<file path="src/rtl/trapezoidal_velocity_step_core_defines.svh">
// Assertion macros shared by the trapezoidal velocity step block.
// No dependencies; included by the top level only.
`ifndef TRAPEZOIDAL_VELOCITY_STEP_CORE_DEFINES_SVH
`define TRAPEZOIDAL_VELOCITY_STEP_CORE_DEFINES_SVH

// implication checked on every clock edge outside reset
`define TVS_ASSERT_IMP(label, ante, cons, msg) \
  label: assert property (@(posedge clk) disable iff (!rst_n) (ante) |-> (cons)) \
    else $error(msg);

// next-cycle implication checked outside reset
`define TVS_ASSERT_NXT(label, ante, cons, msg) \
  label: assert property (@(posedge clk) disable iff (!rst_n) (ante) |=> (cons)) \
    else $error(msg);

`endif

</file>
<file path="src/rtl/tvs_pkg.sv">
// Package for the trapezoidal velocity step block: payload types, sequencer
// states, register indexes and shared constants. No dependencies.
package tvs_pkg;

  localparam int FRAC_BITS_DEF = 16;
  localparam int CFG_IDX_W     = 3;
  localparam int CFG_DATA_W    = 31;

  localparam logic [CFG_IDX_W-1:0] REG_FINAL_VEL = 3'd0;
  localparam logic [CFG_IDX_W-1:0] REG_FEED_CAP  = 3'd1;
  localparam logic [CFG_IDX_W-1:0] REG_ACCEL     = 3'd2;
  localparam logic [CFG_IDX_W-1:0] REG_CYCLE     = 3'd3;
  localparam logic [CFG_IDX_W-1:0] REG_EPSILON   = 3'd4;

  localparam logic [1:0] PH_DONE  = 2'd0;
  localparam logic [1:0] PH_ACCEL = 2'd1;
  localparam logic [1:0] PH_CONST = 2'd2;
  localparam logic [1:0] PH_DECEL = 2'd3;

  localparam logic signed [31:0] SMAX = 32'sh7FFF_FFFF;
  localparam logic signed [31:0] SMIN = 32'sh8000_0000;

  typedef struct packed {
    logic [30:0] dist_left;
    logic        new_move;
  } in_item_t;

  typedef struct packed {
    logic signed [31:0] increment;
    logic signed [31:0] new_velocity;
    logic signed [31:0] accel_out;
    logic [1:0]         phase;
  } out_item_t;

  // sequencer steps
  typedef enum logic [4:0] {
    ST_IDLE,
    ST_TICKS,     // ticks = diff / accel
    ST_M_DC,      // diff * cycle
    ST_M_STOP,    // half(.) * ticks
    ST_M_WIN,     // half(fv + accel) * cycle
    ST_M_AC,      // accel * cycle
    ST_DECIDE,
    ST_DEC_INC,   // half(nv + v) * cycle
    ST_DEC_CHK,
    ST_DEC_HV,    // half(v) * cycle
    ST_DEC_DIV,   // 2*rest / cycle
    ST_ACC_INC,   // half(|nv + v|) * cycle
    ST_ACC_OUT,   // (nv - v) / cycle
    ST_OUT
  } seq_state_t;

  // request to the arithmetic unit
  typedef struct packed {
    logic               start;
    logic               is_div;
    logic signed [31:0] a;
    logic signed [31:0] b;
  } alu_req_t;

  typedef struct packed {
    logic               done;
    logic signed [31:0] res;
  } alu_rsp_t;

  function automatic logic signed [31:0] sat33(input logic signed [32:0] x);
    if (x > 33'sd2147483647) return SMAX;
    if (x < -33'sd2147483648) return SMIN;
    return x[31:0];
  endfunction

  function automatic logic signed [31:0] half32(input logic signed [31:0] x);
    logic signed [31:0] r;
    r = x >>> 1;
    if (x[31] && x[0]) r = r + 32'sd1;
    return r;
  endfunction

endpackage

</file>
<file path="src/rtl/tvs_alu.sv">
// Shared fixed-point multiply/divide unit: shift-add multiply and
// restoring divide, one bit per cycle, with saturation. Uses tvs_pkg.
module tvs_alu #(
  parameter int FRAC_BITS = tvs_pkg::FRAC_BITS_DEF
) (
  input  logic              clk,
  input  logic              rst_n,
  input  tvs_pkg::alu_req_t req,
  output tvs_pkg::alu_rsp_t rsp
);
  import tvs_pkg::*;

  localparam int MW = 32 + FRAC_BITS;  // divider dividend width
  localparam int CW = 7;

  logic            busy_r, busy_nxt;
  logic            div_r, div_nxt;
  logic            neg_r, neg_nxt;
  logic [CW-1:0]   cnt_r, cnt_nxt;
  logic [63:0]     acc_r, acc_nxt;    // product or quotient
  logic [MW-1:0]   num_r, num_nxt;    // multiplier bits or dividend
  logic [63:0]     rem_r, rem_nxt;
  logic [31:0]     den_r, den_nxt;    // multiplicand or divisor
  logic            zero_r, zero_nxt;
  logic            done_r, done_nxt;
  logic signed [31:0] res_r, res_nxt;

  logic [31:0] ma, mb;
  logic [63:0] rsh, mres;
  logic [63:0] trial;

  always_comb begin
    ma = req.a[31] ? 32'(-req.a) : 32'(req.a);
    mb = req.b[31] ? 32'(-req.b) : 32'(req.b);
  end

  always_comb begin
    busy_nxt = busy_r;
    div_nxt  = div_r;
    neg_nxt  = neg_r;
    cnt_nxt  = cnt_r;
    acc_nxt  = acc_r;
    num_nxt  = num_r;
    rem_nxt  = rem_r;
    den_nxt  = den_r;
    zero_nxt = zero_r;
    done_nxt = 1'b0;
    res_nxt  = res_r;
    rsh      = '0;
    mres     = '0;
    trial    = '0;
    if (!busy_r && req.start) begin
      busy_nxt = 1'b1;
      div_nxt  = req.is_div;
      neg_nxt  = req.a[31] ^ req.b[31];
      acc_nxt  = '0;
      rem_nxt  = '0;
      den_nxt  = mb;
      zero_nxt = (mb == 32'd0);
      if (req.is_div) begin
        num_nxt = MW'(ma) << FRAC_BITS;
        cnt_nxt = CW'(MW);
        neg_nxt = (mb == 32'd0) ? req.a[31] : (req.a[31] ^ req.b[31]);
      end else begin
        num_nxt = MW'(ma);
        cnt_nxt = CW'(32);
      end
    end else if (busy_r) begin
      if (cnt_r != '0) begin
        cnt_nxt = cnt_r - CW'(1);
        if (!div_r) begin
          // multiply: scan multiplier from MSB
          acc_nxt = (acc_r << 1) + (num_r[31] ? 64'(den_r) : 64'd0);
          num_nxt = num_r << 1;
        end else begin
          trial   = {rem_r[62:0], num_r[MW-1]};
          num_nxt = num_r << 1;
          if (trial >= 64'(den_r)) begin
            rem_nxt = trial - 64'(den_r);
            acc_nxt = {acc_r[62:0], 1'b1};
          end else begin
            rem_nxt = trial;
            acc_nxt = {acc_r[62:0], 1'b0};
          end
        end
      end else begin
        busy_nxt = 1'b0;
        done_nxt = 1'b1;
        rsh  = div_r ? acc_r : (acc_r >> FRAC_BITS);
        mres = (div_r && zero_r) ? 64'hFFFF_FFFF_FFFF_FFFF : rsh;
        if (neg_r) res_nxt = (mres >= 64'h8000_0000) ? SMIN : -$signed(32'(mres));
        else       res_nxt = (mres > 64'h7FFF_FFFF) ? SMAX : $signed(32'(mres));
      end
    end
  end

  always_ff @(posedge clk) begin
    if (!rst_n) begin
      busy_r <= 1'b0;
      done_r <= 1'b0;
    end else begin
      busy_r <= busy_nxt;
      done_r <= done_nxt;
    end
    div_r  <= div_nxt;
    neg_r  <= neg_nxt;
    cnt_r  <= cnt_nxt;
    acc_r  <= acc_nxt;
    num_r  <= num_nxt;
    rem_r  <= rem_nxt;
    den_r  <= den_nxt;
    zero_r <= zero_nxt;
    res_r  <= res_nxt;
  end

  assign rsp.done = done_r;
  assign rsp.res  = res_r;

endmodule

</file>
<file path="src/rtl/trapezoidal_velocity_step_core.sv">
// Trapezoidal velocity step: one servo tick per transfer. Each item takes
// the remaining distance, updates the stored velocity by the trapezoidal
// rule and returns increment, new velocity and acceleration, all signed
// fixed point with FRAC_BITS fraction bits and saturated, plus the phase.
// All multiplies and divides go through one bit-serial unit (tvs_alu); a
// sequencer step holds the unit from request to result. An item needs five
// multiplies and two divides on the main path, one multiply fewer inside
// the final window, and one more multiply and one more divide when the
// last deceleration step is trimmed. An item inside the end window
// (epsilon) skips the arithmetic and goes straight to the output step.
// in_ready is high while the sequencer is idle; the result register holds
// one finished result, so the next item is worked on while it waits, and
// the input stalls only once a second result is ready behind it. Uses
// tvs_pkg and the defines header.
module trapezoidal_velocity_step_core #(
  parameter int FRAC_BITS = tvs_pkg::FRAC_BITS_DEF
) (
  input  logic                                clk,
  input  logic                                rst_n,
  input  logic                                in_valid,
  output logic                                in_ready,
  input  tvs_pkg::in_item_t                   in_data,
  output logic                                out_valid,
  input  logic                                out_ready,
  output tvs_pkg::out_item_t                  out_data,
  input  logic                                cfg_we,
  input  logic [tvs_pkg::CFG_IDX_W-1:0]       cfg_index,
  input  logic [tvs_pkg::CFG_DATA_W-1:0]      cfg_wdata
);
  import tvs_pkg::*;
`include "trapezoidal_velocity_step_core_defines.svh"

  // configuration
  logic [30:0] final_vel_r, feed_cap_r, accel_r, cycle_r;
  logic [15:0] eps_r;

  // architectural state
  logic signed [31:0] vel_r, vel_nxt;
  logic [1:0]         phase_r, phase_nxt;

  seq_state_t st_r, st_nxt;

  // per-item working registers
  logic [30:0]        d_r, d_nxt;
  logic signed [31:0] v_r, v_nxt;
  logic signed [31:0] diff_r, diff_nxt;
  logic signed [31:0] ticks_r, ticks_nxt;
  logic signed [31:0] t0_r, t0_nxt;     // scratch: stop distance
  logic signed [31:0] win_r, win_nxt;   // end window
  logic signed [31:0] nv_r, nv_nxt;
  logic signed [31:0] inc_r, inc_nxt;
  logic signed [31:0] acc_r, acc_nxt;
  logic [1:0]         ph_r, ph_nxt;
  logic               issued_r, issued_nxt;

  logic      out_valid_r, out_valid_nxt;
  out_item_t out_r, out_nxt;

  alu_req_t req;
  alu_rsp_t rsp;

  logic signed [31:0] fv_s, ac_s, cy_s, fc_s, d_s;
  logic signed [31:0] thr, dn, sum_nv;

  tvs_alu #(.FRAC_BITS(FRAC_BITS)) u_alu (
    .clk(clk), .rst_n(rst_n), .req(req), .rsp(rsp)
  );

  assign fv_s = $signed({1'b0, final_vel_r});
  assign ac_s = $signed({1'b0, accel_r});
  assign cy_s = $signed({1'b0, cycle_r});
  assign fc_s = $signed({1'b0, feed_cap_r});
  assign d_s  = $signed({1'b0, d_r});

  assign in_ready  = (st_r == ST_IDLE);
  assign out_valid = out_valid_r;
  assign out_data  = out_r;

  always_ff @(posedge clk) begin
    if (!rst_n) begin
      final_vel_r <= '0;
      feed_cap_r  <= 31'd6553600;
      accel_r     <= 31'd65536;
      cycle_r     <= 31'd66;
      eps_r       <= 16'd7;
    end else if (cfg_we) begin
      unique case (cfg_index)
        REG_FINAL_VEL: final_vel_r <= cfg_wdata;
        REG_FEED_CAP:  feed_cap_r  <= cfg_wdata;
        REG_ACCEL:     accel_r     <= cfg_wdata;
        REG_CYCLE:     cycle_r     <= cfg_wdata;
        REG_EPSILON:   eps_r       <= cfg_wdata[15:0];
        default: ;
      endcase
    end
  end

  // next state
  always_comb begin
    st_nxt = st_r;
    unique case (st_r)
      ST_IDLE:    if (in_valid && in_ready) begin
                    st_nxt = ({1'b0, in_data.dist_left} < {16'd0, eps_r})
                             ? ST_OUT : ST_TICKS;
                  end
      ST_TICKS:   if (rsp.done) st_nxt = ST_M_DC;
      ST_M_DC:    if (rsp.done) st_nxt = ST_M_STOP;
      ST_M_STOP:  if (rsp.done) st_nxt = ST_M_WIN;
      ST_M_WIN:   if (rsp.done) st_nxt = ST_M_AC;
      ST_M_AC:    if (rsp.done) st_nxt = ST_DECIDE;
      ST_DECIDE:  begin
                    if (d_s < win_r) st_nxt = ST_ACC_OUT;
                    else if (d_s < thr) st_nxt = ST_DEC_INC;
                    else st_nxt = ST_ACC_INC;
                  end
      ST_DEC_INC: if (rsp.done) st_nxt = ST_DEC_CHK;
      ST_DEC_CHK: st_nxt = (inc_r >= d_s) ? ST_DEC_HV : ST_ACC_OUT;
      ST_DEC_HV:  if (rsp.done) st_nxt = ST_DEC_DIV;
      ST_DEC_DIV: if (rsp.done) st_nxt = ST_ACC_OUT;
      ST_ACC_INC: if (rsp.done) st_nxt = ST_ACC_OUT;
      ST_ACC_OUT: if (rsp.done) st_nxt = ST_OUT;
      // result register frees up this cycle if the pending result goes out
      ST_OUT:     if (!out_valid_r || out_ready) st_nxt = ST_IDLE;
      default:    st_nxt = ST_IDLE;
    endcase
  end

  // stop threshold: stop + half(accel * cycle), held in t0_r / inc_r
  assign thr    = sat33(33'(t0_r) + 33'(inc_r));
  assign dn     = sat33(33'(v_r) - 33'(ac_s));
  assign sum_nv = sat33(33'(nv_r) + 33'(v_r));

  // datapath and outputs
  always_comb begin
    d_nxt = d_r; v_nxt = v_r; diff_nxt = diff_r; ticks_nxt = ticks_r;
    t0_nxt = t0_r; win_nxt = win_r; nv_nxt = nv_r; inc_nxt = inc_r;
    acc_nxt = acc_r; ph_nxt = ph_r; vel_nxt = vel_r; phase_nxt = phase_r;
    out_valid_nxt = out_valid_r && !out_ready;
    out_nxt = out_r;
    issued_nxt = issued_r;
    req = '0;
    if (rsp.done) issued_nxt = 1'b0;
    unique case (st_r)
      ST_IDLE: begin
        if (in_valid && in_ready) begin
          d_nxt    = in_data.dist_left;
          v_nxt    = in_data.new_move ? 32'sd0 : vel_r;
          vel_nxt  = v_nxt;
          diff_nxt = sat33(33'(v_nxt) - 33'(fv_s));
          nv_nxt   = v_nxt;
          inc_nxt  = '0;
          acc_nxt  = '0;
          ph_nxt   = PH_DONE;
        end
      end
      ST_TICKS: begin
        req = '{start: !issued_r, is_div: 1'b1, a: diff_r, b: ac_s};
        if (!issued_r) issued_nxt = 1'b1;
        if (rsp.done) ticks_nxt = rsp.res;
      end
      ST_M_DC: begin
        req = '{start: !issued_r, is_div: 1'b0, a: diff_r, b: cy_s};
        if (!issued_r) issued_nxt = 1'b1;
        if (rsp.done) t0_nxt = half32(rsp.res);
      end
      ST_M_STOP: begin
        req = '{start: !issued_r, is_div: 1'b0, a: t0_r, b: ticks_r};
        if (!issued_r) issued_nxt = 1'b1;
        if (rsp.done) t0_nxt = rsp.res;
      end
      ST_M_WIN: begin
        req = '{start: !issued_r, is_div: 1'b0,
                a: half32(sat33(33'(fv_s) + 33'(ac_s))), b: cy_s};
        if (!issued_r) issued_nxt = 1'b1;
        if (rsp.done) win_nxt = rsp.res;
      end
      ST_M_AC: begin
        req = '{start: !issued_r, is_div: 1'b0, a: ac_s, b: cy_s};
        if (!issued_r) issued_nxt = 1'b1;
        if (rsp.done) inc_nxt = half32(rsp.res);
      end
      ST_DECIDE: begin
        if (d_s < win_r) begin
          ph_nxt = PH_DONE; nv_nxt = fv_s; inc_nxt = d_s;
        end else if (d_s < thr) begin
          ph_nxt = PH_DECEL;
          nv_nxt = (dn <= fv_s) ? fv_s : dn;
          if (nv_nxt < 0) nv_nxt = '0;
        end else begin
          ph_nxt = PH_ACCEL;
          nv_nxt = sat33(33'(v_r) + 33'(ac_s));
          if (nv_nxt > fc_s) begin
            nv_nxt = fc_s; ph_nxt = PH_CONST;
          end
        end
      end
      ST_DEC_INC: begin
        req = '{start: !issued_r, is_div: 1'b0, a: half32(sum_nv), b: cy_s};
        if (!issued_r) issued_nxt = 1'b1;
        if (rsp.done) inc_nxt = rsp.res;
      end
      ST_DEC_CHK: ;
      ST_DEC_HV: begin
        req = '{start: !issued_r, is_div: 1'b0, a: half32(v_r), b: cy_s};
        if (!issued_r) issued_nxt = 1'b1;
        if (rsp.done) t0_nxt = sat33(33'(d_s) - 33'(rsp.res));
      end
      ST_DEC_DIV: begin
        // 2 * rest, saturated
        req = '{start: !issued_r, is_div: 1'b1,
                a: sat33({t0_r, 1'b0}), b: cy_s};
        if (!issued_r) issued_nxt = 1'b1;
        if (rsp.done) begin
          nv_nxt = rsp.res; inc_nxt = d_s;
        end
      end
      ST_ACC_INC: begin
        req = '{start: !issued_r, is_div: 1'b0,
                a: half32(sum_nv[31] ? ((sum_nv == SMIN) ? SMAX : -sum_nv) : sum_nv),
                b: cy_s};
        if (!issued_r) issued_nxt = 1'b1;
        if (rsp.done) inc_nxt = rsp.res;
      end
      ST_ACC_OUT: begin
        req = '{start: !issued_r, is_div: 1'b1,
                a: sat33(33'(nv_r) - 33'(v_r)), b: cy_s};
        if (!issued_r) issued_nxt = 1'b1;
        if (rsp.done) begin
          acc_nxt = rsp.res;
          vel_nxt = nv_r;
        end
      end
      ST_OUT: begin
        if (!out_valid_r || out_ready) begin
          out_valid_nxt = 1'b1;
          out_nxt = '{increment: inc_r, new_velocity: nv_r,
                      accel_out: acc_r, phase: ph_r};
          phase_nxt = ph_r;
        end
      end
      default: ;
    endcase
  end

  always_ff @(posedge clk) begin
    if (!rst_n) begin
      st_r        <= ST_IDLE;
      vel_r       <= '0;
      phase_r     <= PH_DONE;
      out_valid_r <= 1'b0;
      issued_r    <= 1'b0;
    end else begin
      st_r        <= st_nxt;
      vel_r       <= vel_nxt;
      phase_r     <= phase_nxt;
      out_valid_r <= out_valid_nxt;
      issued_r    <= issued_nxt;
    end
    d_r <= d_nxt; v_r <= v_nxt; diff_r <= diff_nxt; ticks_r <= ticks_nxt;
    t0_r <= t0_nxt; win_r <= win_nxt; nv_r <= nv_nxt; inc_r <= inc_nxt;
    acc_r <= acc_nxt; ph_r <= ph_nxt; out_r <= out_nxt;
  end

  // checks
  `TVS_ASSERT_IMP(a_ready_idle, in_ready, st_r == ST_IDLE, "ready outside idle")
  `TVS_ASSERT_NXT(a_out_once, (st_r == ST_OUT) && !out_valid_r, out_valid_r,
                  "result not presented")
  `TVS_ASSERT_NXT(a_out_hold, out_valid_r && !out_ready,
                  out_valid_r && $stable(out_r), "waiting result changed")

endmodule

</file>
<file path="config.mk">
export PLATFORM = sky130hd
export DESIGN_NAME = trapezoidal_velocity_step_core
export DESIGN_NICKNAME = d
export VERILOG_FILES = /design/src/rtl/tvs_pkg.sv /design/src/rtl/tvs_alu.sv /design/src/rtl/trapezoidal_velocity_step_core.sv
export VERILOG_INCLUDE_DIRS = /design/src /design/src/rtl
export SDC_FILE = /design/constraint.sdc
export NUM_CORES = 2
export LEC_CHECK = 0
export ABC_AREA = 1
export BUFFER_PORTS_ARGS = -buffer_cell sky130_fd_sc_hd__buf_2
export CAP_MARGIN = 5
export CORE_MARGIN = 1.5
export CORE_UTILIZATION = 55
export DETAILED_ROUTE_END_ITERATION = 10
export GPL_TIMING_DRIVEN = 1
export PLACE_DENSITY = 0.8
export SLEW_MARGIN = 30
export SYNTH_ARGS = -nofsm -noshare
export SYNTH_HDL_FRONTEND = slang
export SYNTH_SLANG_ARGS = --single-unit
</file>
<file path="constraint.sdc">
create_clock -name clk -period 10.2 [get_ports clk]
set_clock_uncertainty 0.15 [all_clocks]
set_input_delay 2.04 -clock clk [delete_from_list [all_inputs] [get_ports clk]]
set_output_delay 2.04 -clock clk [all_outputs]
set_load 0.05 [all_outputs]
</file>
==> flow_summary.toml <==
[timing]
slew_headroom_pct = 26.1
setup_viol = 0
period_minus_slack_ns = 8.48
period_share_pct = 83.2
final-hold-violation-count = 0
rsz0062_at_grt = "no"
clock.fmax_mhz = 118
tightest_slew_ns = 1.10
finalSetupTns_ns = 0
drv_slew = 0

[critical_path]
startpoint_type = "register"
cp.arrival_ns = 8.77
path_buf_inv = 8
rrSetupSlack_ns = 1.72
worst-setup-path-type = "register to register"
cp_slowest_cell = "buf_4"
required_ns = 10.49
slowest_delay_ns = 0.53
path_depth = 41
end_kind = "register"
cp_max_fo = 61
ff2ff_path_depth = 41
cpMostUsedCell = "nand2_1"
path_delay_family = "compound AO/OA/AOI/OAI gates"

[synth]
netlist_area_sq_um = 63400
muxShareOfSynthArea_pct = 0
synth_compound_area_share_pct = 18.7
synth_simple_gate_area_share_pct = 23.2
yosys.cell_count.top_type = "nand2_1"
yosysTopAreaCell = "edfxtp_1"
synth_fp_nets = 9313
async_reset_ff_share_pct = 0
yosysTopAreaCellShare_pct = 24.1
ys_seq_elements = 816
synth-adder-area-share_pct = 10.0
yosys-top-cells-area = "edfxtp_1 (24%), nand2_1 (11%), ha_1 (9.7%), dfxtp_1 (9.7%), inv_1 (6.7%)"
synth.top_cells.by_count = "nand2_1 (1892), inv_1 (1138), o21ai_0 (753)"
synth.distinct_cells = 79
ys.flop_type = "edfxtp_1"
yosysWarnings = 0
syn_avg_cell_area_sq_um = 7.26
synth_top_family_by_area = "simple AND/OR/NAND/NOR gates"
seq_area_frac_synth_pct = 33.8
syn_inst = 8740
synth_edf_count = 509
synth_xor_xnor_area_share_pct = 4.91

[min_path]
min-delay-path-class = "register to register"
min_path_cells = 0

[placed_design]
portBuffers = 170
place_hpwl_mm = 208
gp_congestion = 1.10

[global_route]
grt_first_pass_wirelength_mm = 388
grt_max_degree = 97
antenna_found_initial = 7
grt_pass1_vias = 59900
gr-usage-all-layers_pct = 44.5
grt-ovfl-total = 0

[final_layout]
fillers = 10500
fin_nets = 9333
final-seq-area_sq_um = 21400
drive_above_1_share_pct = 7.10
syn2layout_area_growth_pct = 8.20
multi_input_area_sq_um = 36300

[run]
maxCapViolations = 0

[status]
outcome = "finished, final reports clean"

[detailed_routing]
wl_per_cell_um = 25.9
drcViolationCount = 0
ant_nets = 0
drt_iter0_markers = 8640
vias = 64600
drt_wl_total_mm = 269
via_per_inst = 6.24
drtPass1Iterations = 7

[cts]
cts.path.max_buffers = 3
post_cts_resize_count = 0
cts_hold_buf = 0
cts_tree = "built"
h-tree-depth = 3
clkSinkCount = 816
cts_root_buffer = "clkbuf_16"
clock_latency_ns = 0.75
cts.clk_slew.worst_paths_ns = 0.07
tritoncts.num_buffers = 93
cts_setup_buffers = 0

[floorplanning]
die_width_um = 343
rows = 124
design.core.area_sq_um = 114000
dieArea_sq_um = 117000
io-pin-count = 171
initial_utilization_pct = 55.5
die_h_um = 343

[pwr]
total_power_mw = 24.4
ir_drop_v = 0.000272
leakagePower_nw = 31.6
power_density_nw_per_um2 = 355
## routing by layer
layer  up-vias  part of all wire, %  routed length [um]  global-route usage, %
li1      29600                    -                   -                      -
met5         -                0.015                  39                      0
met2      4013                   42              113000                   66.6
met1     30200                   39              103000                   57.5
met4         6                  7.6               20400                   28.8
met3       766                   12               31600                   10.6
## per-stage QoR
stage | utilization [%] | worst slack [ns] | hold slack, ns | cells | instance area, sq um
finish | 60.0 | 1.72 | 0.267 | 10400 | 68600
global route | 60.0 | 1.11 | 0.271 | 10300 | 68600
CTS | 60.0 | 1.94 | 0.269 | 10300 | 68600
detailed placement | 57.3 | 1.54 | 0.255 | 10200 | 65500
global placement | 57.3 | 1.73 | 0.251 | 10200 | 65500
floorplan | - | 1.93 | 0.250 | 8740 | 63400
## sequential cells by signal, summed over array words and instances (netlist names), 32 cells and up
register	cells
nv_r	32
inc_r	32
u_alu.acc_r	64
out_data	98
u_alu.num_r	48
win_r	32
ticks_r	32
v_r	32
u_alu.rem_r	63
t0_r	32
u_alu.res_r	32
vel_r	32
diff_r	32
acc_r	32
u_alu.den_r	32
## where the power goes
group | leakage (nW) | switching, mW | total (mW) | internal, mW
sequential | 7.34 | 0.865 | 5.50 | 4.63
clock | 1.50 | 1.56 | 3.47 | 1.90
combinational | 22.8 | 10.9 | 15.4 | 4.53
total | 31.6 | 13.3 | 24.4 | 11.1
## placed cells by master, fill, tap and decap left out, drive strengths merged, types with 19 or more instances in the layout
master	n
nand2	1926
inv	1168
o21ai	810
nor2	793
a21oi	724
edfxtp	509
ha	492
nand3	421
dfxtp	307
xor2	278
buf	262
nand4	121
clkbuf	114
nor3	105
a31oi	88
xnor2	77
o211ai	72
o21bai	69
clkinv	54
o221ai	50
nor4	49
or2	42
a221oi	40
a22oi	30
a21boi	28
a211oi	27
o2111ai	25
o21a	19
## worst reg2reg max path, delay by kind of cell, from the launching register on
kind | cells | cell delay, ns
fa+ha+maj | 2 | 0.66
flops | 1 | 0.51
compound gates | 19 | 3.79
buf+inv | 8 | 1.49
simple gates | 12 | 1.57
## path summary, 6_finish.rpt
check,start,end
hold / removal,acc_r[7],out_data[9]
setup reg to reg,accel_r[1],nv_r[27]
hold reg to reg,acc_r[7],out_data[9]
setup / recovery,accel_r[1],nv_r[27]
## cell families (layout without fill, tap and decap cells)
kind of cell,after synthesis,in the layout
simple gates,3485,3485
compound gates,2069,2069
buf+inv,1513,1610
flops,816,816
fa+ha+maj,502,502
xor+xnor,355,355
other cells,0,2
## cell type report
cell class / count / share of cell area (%)
clock buffers: 114 / 3.61
multi-input cells: 6411 / 52.8
clock inverters: 58 / 0.869
well taps: 1512 / 2.76
flip-flops and latches: 816 / 31.2
inverters: 1176 / 6.44
diodes: 2 / 0.00729
repair buffers: 262 / 2.27
(Power assumes the default switching activity.)
